### config.mk
export PLATFORM = sky130hd
export DESIGN_NAME = audio_peak_normalizer
export DESIGN_NICKNAME = d
export VERILOG_FILES = /design/src/sv/apn_pkg.sv /design/src/sv/audio_peak_normalizer.sv /design/src/sv/apn_addsub.sv /design/src/sv/apn_sat.sv
export SDC_FILE = /design/constraint.sdc
export NUM_CORES = 1
export LEC_CHECK = 0
export BUFFER_PORTS_ARGS = -buffer_cell sky130_fd_sc_hd__buf_4
export CAP_MARGIN = 20
export CORE_ASPECT_RATIO = 0.8
export CORE_MARGIN = 1
export CORE_UTILIZATION = 45
export DETAILED_ROUTE_END_ITERATION = 8
export GPL_TIMING_DRIVEN = 0
export PLACE_DENSITY = 0.66
export SETUP_SLACK_MARGIN = 0.3
export SLEW_MARGIN = 20
export SYNTH_ARGS = -nofsm -noshare
export SYNTH_HDL_FRONTEND = slang
export SYNTH_SLANG_ARGS = --single-unit
### constraint.sdc
create_clock -name clk -period 12.2 [get_ports clk]
set_input_delay 1.22 -clock clk [delete_from_list [all_inputs] [get_ports clk]]
set_output_delay 1.22 -clock clk [all_outputs]
set_load 0.005 [all_outputs]
### src/sv/apn_pkg.sv
// Shared types, constants and codes of the audio peak normaliser.
package apn_pkg;

  localparam int SAMPLE_BITS = 16;
  localparam int TARGET_BITS = 15;
  localparam int GAIN_FRAC_BITS_DEF = 15;

  localparam logic [TARGET_BITS-1:0] TARGET_RESET = {TARGET_BITS{1'b1}};

  localparam logic [1:0] CMD_CLEAR   = 2'd0;
  localparam logic [1:0] CMD_MEASURE = 2'd1;
  localparam logic [1:0] CMD_SCALE   = 2'd2;

  typedef struct packed {
    logic [1:0]                    cmd;
    logic signed [SAMPLE_BITS-1:0] sample;
  } in_word_t;

  typedef struct packed {
    logic signed [SAMPLE_BITS-1:0] scaled_sample;
    logic                          clipped;
  } out_word_t;

  typedef enum logic [1:0] {
    ST_IDLE,
    ST_DIV,
    ST_MUL,
    ST_WRITE
  } state_t;

endpackage

### src/sv/audio_peak_normalizer.sv
// Top level of the audio peak normaliser: sequencer, state and output register.
//
//  channel  | handshake                   | payload
//  ---------+-----------------------------+----------------------------------
//  sample   | sample_valid / sample_ready | sample_word (cmd, sample)
//  result   | result_valid / result_ready | result_word (scaled_sample, clipped)
//  target   | target_we                   | target_data (target_peak)
//
// A measure word is handled in the idle state. A scale word runs the shift-add
// multiplier; the first scale word of a pass first runs a restoring division
// for the gain (none for zero peak). Both loops share one adder. Reset is
// synchronous; it idles the sequencer, clears peak, gain and result_valid.
// A result waiting in the output register does not block new words; a finished
// scale word waits in the write step until that register is free.
module audio_peak_normalizer #(
  parameter int GAIN_FRAC_BITS = apn_pkg::GAIN_FRAC_BITS_DEF
) (
  input  logic                                 clk,
  input  logic                                 rst,
  input  logic                                 sample_valid,
  output logic                                 sample_ready,
  input  apn_pkg::in_word_t                    sample_word,
  output logic                                 result_valid,
  input  logic                                 result_ready,
  output apn_pkg::out_word_t                   result_word,
  input  logic                                 target_we,
  input  logic [apn_pkg::TARGET_BITS-1:0]      target_data
);

  localparam int S      = apn_pkg::SAMPLE_BITS;
  localparam int GAIN_W = apn_pkg::TARGET_BITS + GAIN_FRAC_BITS;
  localparam int PW     = GAIN_W + S;
  localparam int QW     = PW - GAIN_FRAC_BITS;
  localparam int ITER   = (GAIN_W > S) ? GAIN_W : S;
  localparam int W      = ITER + 1;
  localparam int CNT_W  = $clog2(ITER);

  localparam logic [CNT_W-1:0]  DIV_LAST = CNT_W'(GAIN_W - 1);
  localparam logic [CNT_W-1:0]  MUL_LAST = CNT_W'(S - 1);
  localparam logic [GAIN_W-1:0] UNITY    = GAIN_W'(1) << GAIN_FRAC_BITS;

  apn_pkg::state_t state, state_next;
  logic [CNT_W-1:0]           cnt, cnt_next;
  logic [S-1:0]               rem, rem_next;
  logic [GAIN_W-1:0]          quo, quo_next;
  logic [PW-1:0]              prod, prod_next;
  logic                       neg, neg_next;
  logic [GAIN_W-1:0]          gain, gain_next;
  logic                       gain_ready, gain_ready_next;
  logic [S-1:0]               peak, peak_next;
  logic [apn_pkg::TARGET_BITS-1:0] target;
  logic                       load_out;
  apn_pkg::out_word_t         sat_word;

  logic [S-1:0] mag;
  logic [S:0]   rem_shift;
  logic [W-1:0] alu_a, alu_b, alu_sum;
  logic         alu_sub, alu_carry;

  // Magnitude in S bits unsigned: the most negative sample maps to 2^(S-1).
  assign mag = sample_word.sample[S-1] ? (~sample_word.sample + S'(1))
                                       : sample_word.sample;
  assign rem_shift = {rem, quo[GAIN_W-1]};
  assign sample_ready = (state == apn_pkg::ST_IDLE);

  always_comb begin
    if (state == apn_pkg::ST_DIV) begin
      alu_a   = W'(rem_shift);
      alu_b   = W'(peak);
      alu_sub = 1'b1;
    end else begin
      alu_a   = W'(prod[PW-1:S]);
      alu_b   = prod[0] ? W'(gain) : '0;
      alu_sub = 1'b0;
    end
  end

  apn_addsub #(.W(W)) u_addsub (
    .a     (alu_a),
    .b     (alu_b),
    .sub   (alu_sub),
    .sum   (alu_sum),
    .carry (alu_carry)
  );

  apn_sat #(.QW(QW)) u_sat (
    .mag  (prod[PW-1:GAIN_FRAC_BITS]),
    .neg  (neg),
    .word (sat_word)
  );

  always_comb begin
    state_next      = state;
    cnt_next        = cnt;
    rem_next        = rem;
    quo_next        = quo;
    prod_next       = prod;
    neg_next        = neg;
    gain_next       = gain;
    gain_ready_next = gain_ready;
    peak_next       = peak;
    load_out        = 1'b0;
    case (state)
      apn_pkg::ST_IDLE: begin
        if (sample_valid) begin
          case (sample_word.cmd)
            apn_pkg::CMD_CLEAR: begin
              peak_next       = mag;
              gain_ready_next = 1'b0;
            end
            apn_pkg::CMD_MEASURE: begin
              if (mag > peak) peak_next = mag;
              gain_ready_next = 1'b0;
            end
            apn_pkg::CMD_SCALE: begin
              neg_next  = sample_word.sample[S-1];
              prod_next = {{GAIN_W{1'b0}}, mag};
              if (gain_ready) begin
                cnt_next   = MUL_LAST;
                state_next = apn_pkg::ST_MUL;
              end else if (peak == '0) begin
                gain_next       = UNITY;
                gain_ready_next = 1'b1;
                cnt_next        = MUL_LAST;
                state_next      = apn_pkg::ST_MUL;
              end else begin
                quo_next   = {target, {GAIN_FRAC_BITS{1'b0}}};
                rem_next   = '0;
                cnt_next   = DIV_LAST;
                state_next = apn_pkg::ST_DIV;
              end
            end
            default: begin
            end
          endcase
        end
      end
      apn_pkg::ST_DIV: begin
        // One quotient bit a cycle; the carry says the shifted remainder fits.
        rem_next = alu_carry ? alu_sum[S-1:0] : rem_shift[S-1:0];
        quo_next = {quo[GAIN_W-2:0], alu_carry};
        if (cnt == '0) begin
          gain_next       = {quo[GAIN_W-2:0], alu_carry};
          gain_ready_next = 1'b1;
          cnt_next        = MUL_LAST;
          state_next      = apn_pkg::ST_MUL;
        end else begin
          cnt_next = cnt - CNT_W'(1);
        end
      end
      apn_pkg::ST_MUL: begin
        prod_next = {alu_sum[GAIN_W:0], prod[S-1:1]};
        if (cnt == '0) begin
          state_next = apn_pkg::ST_WRITE;
        end else begin
          cnt_next = cnt - CNT_W'(1);
        end
      end
      apn_pkg::ST_WRITE: begin
        if (!result_valid || result_ready) begin
          load_out   = 1'b1;
          state_next = apn_pkg::ST_IDLE;
        end
      end
      default: begin
        state_next = apn_pkg::ST_IDLE;
      end
    endcase
  end

  always_ff @(posedge clk) begin
    if (rst) begin
      state <= apn_pkg::ST_IDLE;
    end else begin
      state <= state_next;
    end
  end

  always_ff @(posedge clk) begin
    if (rst) begin
      peak         <= '0;
      gain         <= '0;
      gain_ready   <= 1'b0;
      target       <= apn_pkg::TARGET_RESET;
      result_valid <= 1'b0;
    end else begin
      peak       <= peak_next;
      gain       <= gain_next;
      gain_ready <= gain_ready_next;
      if (target_we) target <= target_data;
      if (load_out) begin
        result_valid <= 1'b1;
      end else if (result_ready) begin
        result_valid <= 1'b0;
      end
    end
  end

  always_ff @(posedge clk) begin
    cnt  <= cnt_next;
    rem  <= rem_next;
    quo  <= quo_next;
    prod <= prod_next;
    neg  <= neg_next;
    if (load_out) result_word <= sat_word;
  end

endmodule

### src/sv/apn_addsub.sv
// Shared adder/subtractor used by both the divider and the multiplier steps.
module apn_addsub #(
  parameter int W = apn_pkg::SAMPLE_BITS + apn_pkg::TARGET_BITS + 1
) (
  input  logic [W-1:0] a,
  input  logic [W-1:0] b,
  input  logic         sub,
  output logic [W-1:0] sum,
  output logic         carry
);

  logic [W:0] full;

  // With sub set the carry out is high exactly when a is not below b.
  assign full  = {1'b0, a} + {1'b0, (sub ? ~b : b)} + (W+1)'(sub);
  assign sum   = full[W-1:0];
  assign carry = full[W];

endmodule

### src/sv/apn_sat.sv
// Saturation of the scaled magnitude to a signed sample with a clip flag.
module apn_sat #(
  parameter int QW = apn_pkg::SAMPLE_BITS + apn_pkg::TARGET_BITS
) (
  input  logic [QW-1:0]      mag,
  input  logic               neg,
  output apn_pkg::out_word_t word
);

  localparam int S = apn_pkg::SAMPLE_BITS;
  localparam logic [QW-1:0] POS_MAX = {{(QW-S+1){1'b0}}, {(S-1){1'b1}}};
  localparam logic [QW-1:0] NEG_MAX = QW'(1) << (S-1);

  logic         clip;
  logic [S-1:0] lim;
  logic [S-1:0] res;

  always_comb begin
    if (neg) begin
      clip = mag > NEG_MAX;
      lim  = clip ? NEG_MAX[S-1:0] : mag[S-1:0];
      res  = ~lim + S'(1);
    end else begin
      clip = mag > POS_MAX;
      lim  = clip ? POS_MAX[S-1:0] : mag[S-1:0];
      res  = lim;
    end
    word.scaled_sample = $signed(res);
    word.clipped       = clip;
  end

endmodule

==> run_results.csv <==
group,metric,value,unit
logic_synthesis,synthFlopType,"sky130_fd_sc_hd__edfxtp_1",
detailed_routing,totalWireLength,28600,um
clocking,root_buffer,"sky130_fd_sc_hd__clkbuf_16",
logic_synthesis,ys_warn_count,0,
grt,grt_start_max_net_pins,22,
clocking,largest_buffer_count_on_any_clock_path,2,
critical_path,timing.critical_path.mode_cell,"sky130_fd_sc_hd__ha_1",
clocking,cts_buffers,17,
critical_path,worst_ep_required,12370,ps
sta,rsz0062_at_grt,"false",
detailed_routing,routed_wire_length_per_instance,18.9,um
grt,first_pass_grt_wire_length,44700,um
logic_synthesis,syn-num-nets,1207,
logic_synthesis,synthesized_instance_count,1115,
critical_path,crit_fanout,10,
critical_path,timing.critical_path.slowest_stage_cell,"sky130_fd_sc_hd__buf_1",
clocking,cts_setup_buffers,0,
status,run_status,"finished clean",
logic_synthesis,cell_accounting_for_the_most_synthesized_area,"sky130_fd_sc_hd__edfxtp_1",
sta,setup_viol,0,
power,power-per-cell-area,220,nW/um^2
logic_synthesis,async_reset_ff_frac,0,
clocking,clkTransAtPathRegs,70,ps
logic_synthesis,synth.yosys.seq_area_share,0.449,
floorplan,floorplan.initialDensity,0.465,
critical_path,crit_path_cell_trace,"inv_1 -> ha_1 -> buf_2 -> clkbuf_1 -> buf_1 -> mux2_2 -> ha_1 -> a21o_1 -> or3_1 -> o22ai_2 -> inv_2 -> a211o_1 -> a211oi_4 -> buf_6 -> mux2i_1 -> nor2_1",
critical_path,crit_arrival,5160,ps
floorplan,dieHeight,139,um
logic_synthesis,mappedNetlistArea,10600,sq um
clocking,cts_repair_resize_count,0,
placement,hpwl,21700,um
power,leakage,4.56,nW
sta,timing.max_slew.rel_slack,0.460,
clocking,clkLatencyLatePin,450,ps
grt,grt-ovfl-total,0,
sta,max_freq,201,MHz
clocking,cts_max_level,4,
run,maxCapViolCount,0,
sta,timing.final.crit_share,0.409,
grt,grt_usage,0.240,
floorplan,num_rows,49,
final_layout,area_growth_syn_to_layout,14.2,%
clocking,cts_tree,"done",
placement,preCtsSetupSlack,7210,ps
critical_path,end_kind,"register",
detailed_routing,route.antenna.remaining_nets,0,
sta,slew_violations,0,
detailed_routing,via_count,8663,
placement,globalplace.congestion,0.963,
sta,final-hold-violation-count,0,
logic_synthesis,area_fraction_of_the_dominant_cell_type_after_synthesis,0.326,
critical_path,worst_setup_path_start_kind,"register",
clocking,post_cts_hold_buffer_count,0,
logic_synthesis,synth.distinct_cells,68,
sta,worst_pin_slew,810,ps
final_layout,post_layout_nets,1286,
detailed_routing,via_per_inst,5.73,
final_layout,insertedDiodeCount,0,
floorplan,ioPinCount,57,
logic_synthesis,synth_edf_count,115,
floorplan,coreArea,22700,sq um
sta,postLayoutSetupSlackWorst,7210,ps
grt,first_global_vias,8103,
logic_synthesis,synth_seq_cells,180,
sta,period_minus_slack,4990,ps
final_layout,nFillCells,2084,
grt,grt_antenna_before_repair,1,
critical_path,crit_path_max_incr_delay,670,ps
detailed_routing,drt_pre_antenna_iters,5,
power,peakVddDrop,0.000114,V
hold_path,hold_class,"register to register",
final_layout,final_layout_size_suffix_gt1_frac,0.141,
sta,setup_tns,0,ps
floorplan,design.die.area,24100,sq um
logic_synthesis,synth.area.top_cells,"sky130_fd_sc_hd__edfxtp_1, sky130_fd_sc_hd__dfxtp_1, sky130_fd_sc_hd__ha_1",
critical_path,criticalPathCategory,"register to register",
detailed_routing,dr.first_iter.drc_count,798,
clocking,clock_sinks,180,
placement,buffer_ports.inserted,55,
logic_synthesis,syn_avg_cell_area,9.49,sq um
sta,clock_skew,15.7,ps
floorplan,fp.dieW,173,um
detailed_routing,drt_drc_violations_left,0,
==> critical path, delay by kind of cell (launching register included) <==
| kind | cells | cell delay [ps] |
|---|---|---|
| compound gates | 4 | 1050 |
| fa+ha+maj | 2 | 510 |
| buf+inv | 6 | 1750 |
| flops | 1 | 340 |
| mux | 2 | 640 |
| simple gates | 2 | 390 |
==> state kept, by name (all words and copies together) (netlist names) <==
register      count
cnt               5
prod             46
neg               1
result_word      17
gain             30
result_valid      1
peak             16
gain_ready        1
target           15
rem              16
state             2
quo              30
==> power by group <==
group	internal, W	switching, W
sequential	0.000810	0.0000726
clock	0.000285	0.000256
combinational	0.000462	0.000774
==> layout by cell type, fill, tap and decap left out, drive strengths merged, types with 9 or more instances in the layout <==
cell type,count
nor2,78
nand2,147
and2,31
buf,82
xnor2,27
nand4,12
or3,9
clkbuf,61
mux2,46
ha,53
a211oi,19
nor3,13
dfxtp,65
nand2b,12
nor2b,37
nand3,47
inv,45
o21ai,59
a21oi,84
a21o,16
nor4,14
xor2,12
mux2i,17
edfxtp,115
a211o,17
==> kinds of logic after synthesis <==
| logic type | synth area share |
|---|---|
| adder cells (fa/ha/maj) | 0.0646 |
| AO/OA/AOI/OAI | 0.152 |
| multiplexers | 0.0651 |
| buffers and inverters | 0.0394 |
| XOR/XNOR | 0.0323 |
| flip-flops | 0.449 |
| AND/OR/NAND/NOR | 0.197 |
==> cell usage after synthesis, types with 6 or more instances <==
cell	n
sky130_fd_sc_hd__or3_1	9
sky130_fd_sc_hd__a21oi_1	80
sky130_fd_sc_hd__a211oi_1	18
sky130_fd_sc_hd__xor2_1	12
sky130_fd_sc_hd__nand2_1	147
sky130_fd_sc_hd__inv_1	38
sky130_fd_sc_hd__buf_2	6
sky130_fd_sc_hd__nor2_1	77
sky130_fd_sc_hd__nand3_1	47
sky130_fd_sc_hd__nor4_1	11
sky130_fd_sc_hd__o211ai_1	7
sky130_fd_sc_hd__or2_2	8
sky130_fd_sc_hd__a211o_1	17
sky130_fd_sc_hd__nand4_1	12
sky130_fd_sc_hd__nand2b_1	12
sky130_fd_sc_hd__and3_1	8
sky130_fd_sc_hd__o21ai_1	10
sky130_fd_sc_hd__mux2_2	46
sky130_fd_sc_hd__mux2i_1	17
sky130_fd_sc_hd__and2_1	31
sky130_fd_sc_hd__buf_1	13
sky130_fd_sc_hd__clkbuf_1	42
sky130_fd_sc_hd__a21o_1	16
sky130_fd_sc_hd__ha_1	53
sky130_fd_sc_hd__dfxtp_1	65
sky130_fd_sc_hd__nor3_1	12
sky130_fd_sc_hd__xnor2_1	27
sky130_fd_sc_hd__nor2b_1	37
sky130_fd_sc_hd__o21ai_0	49
sky130_fd_sc_hd__edfxtp_1	115
sky130_fd_sc_hd__o31ai_1	8
==> path summary, 6_finish.rpt <==
kind,start,end,slack (ps),cells after the start
worst max register to register,state[1]$_SDFFE_PP0P_,rem[11]$_SDFFCE_PN0P_,7210,16
worst min register to register,gain[3]$_SDFFE_PP0P_,gain[3]$_SDFFE_PP0P_,460,2
worst min-delay path,gain[3]$_SDFFE_PP0P_,gain[3]$_SDFFE_PP0P_,460,2
worst max-delay path,state[1]$_SDFFE_PP0P_,rem[11]$_SDFFCE_PN0P_,7210,16
==> routing by layer <==
layer | up-vias | wire, um | part of all wire | global-route usage
met4 | 0 | 711 | 0.025 | 0.0890
met3 | 43 | 2070 | 0.072 | 0.0543
li1 | 4188 | - | - | -
met5 | - | 0 | 0 | 0
met2 | 294 | 12400 | 0.43 | 0.355
met1 | 4138 | 13400 | 0.47 | 0.341
==> cell type report <==
type / count / area [sq um] / area share
clock buffers: 19 / 433 / 0.0358
flip-flops and latches: 180 / 4750 / 0.394
repair buffers: 60 / 534 / 0.0442
clock inverters: 13 / 125 / 0.0104
well taps: 306 / 383 / 0.0317
multi-input cells: 831 / 5440 / 0.450
inverters: 40 / 150 / 0.0124
plain buffers: 64 / 267 / 0.0221
==> per-stage QoR <==
step	hold slack (ps)	instances	power [W]	utilization	area, sq um
after floorplan	432	1115	0.00175	-	10600
after global placement	445	1476	0.00206	0.500	11400
after detailed placement	449	1481	0.00210	0.507	11500
after CTS	459	1513	0.00265	0.531	12100
after global routing	478	1513	0.00282	0.531	12100
final	457	1513	0.00266	0.531	12100
Power figures use the tool's default switching activity.
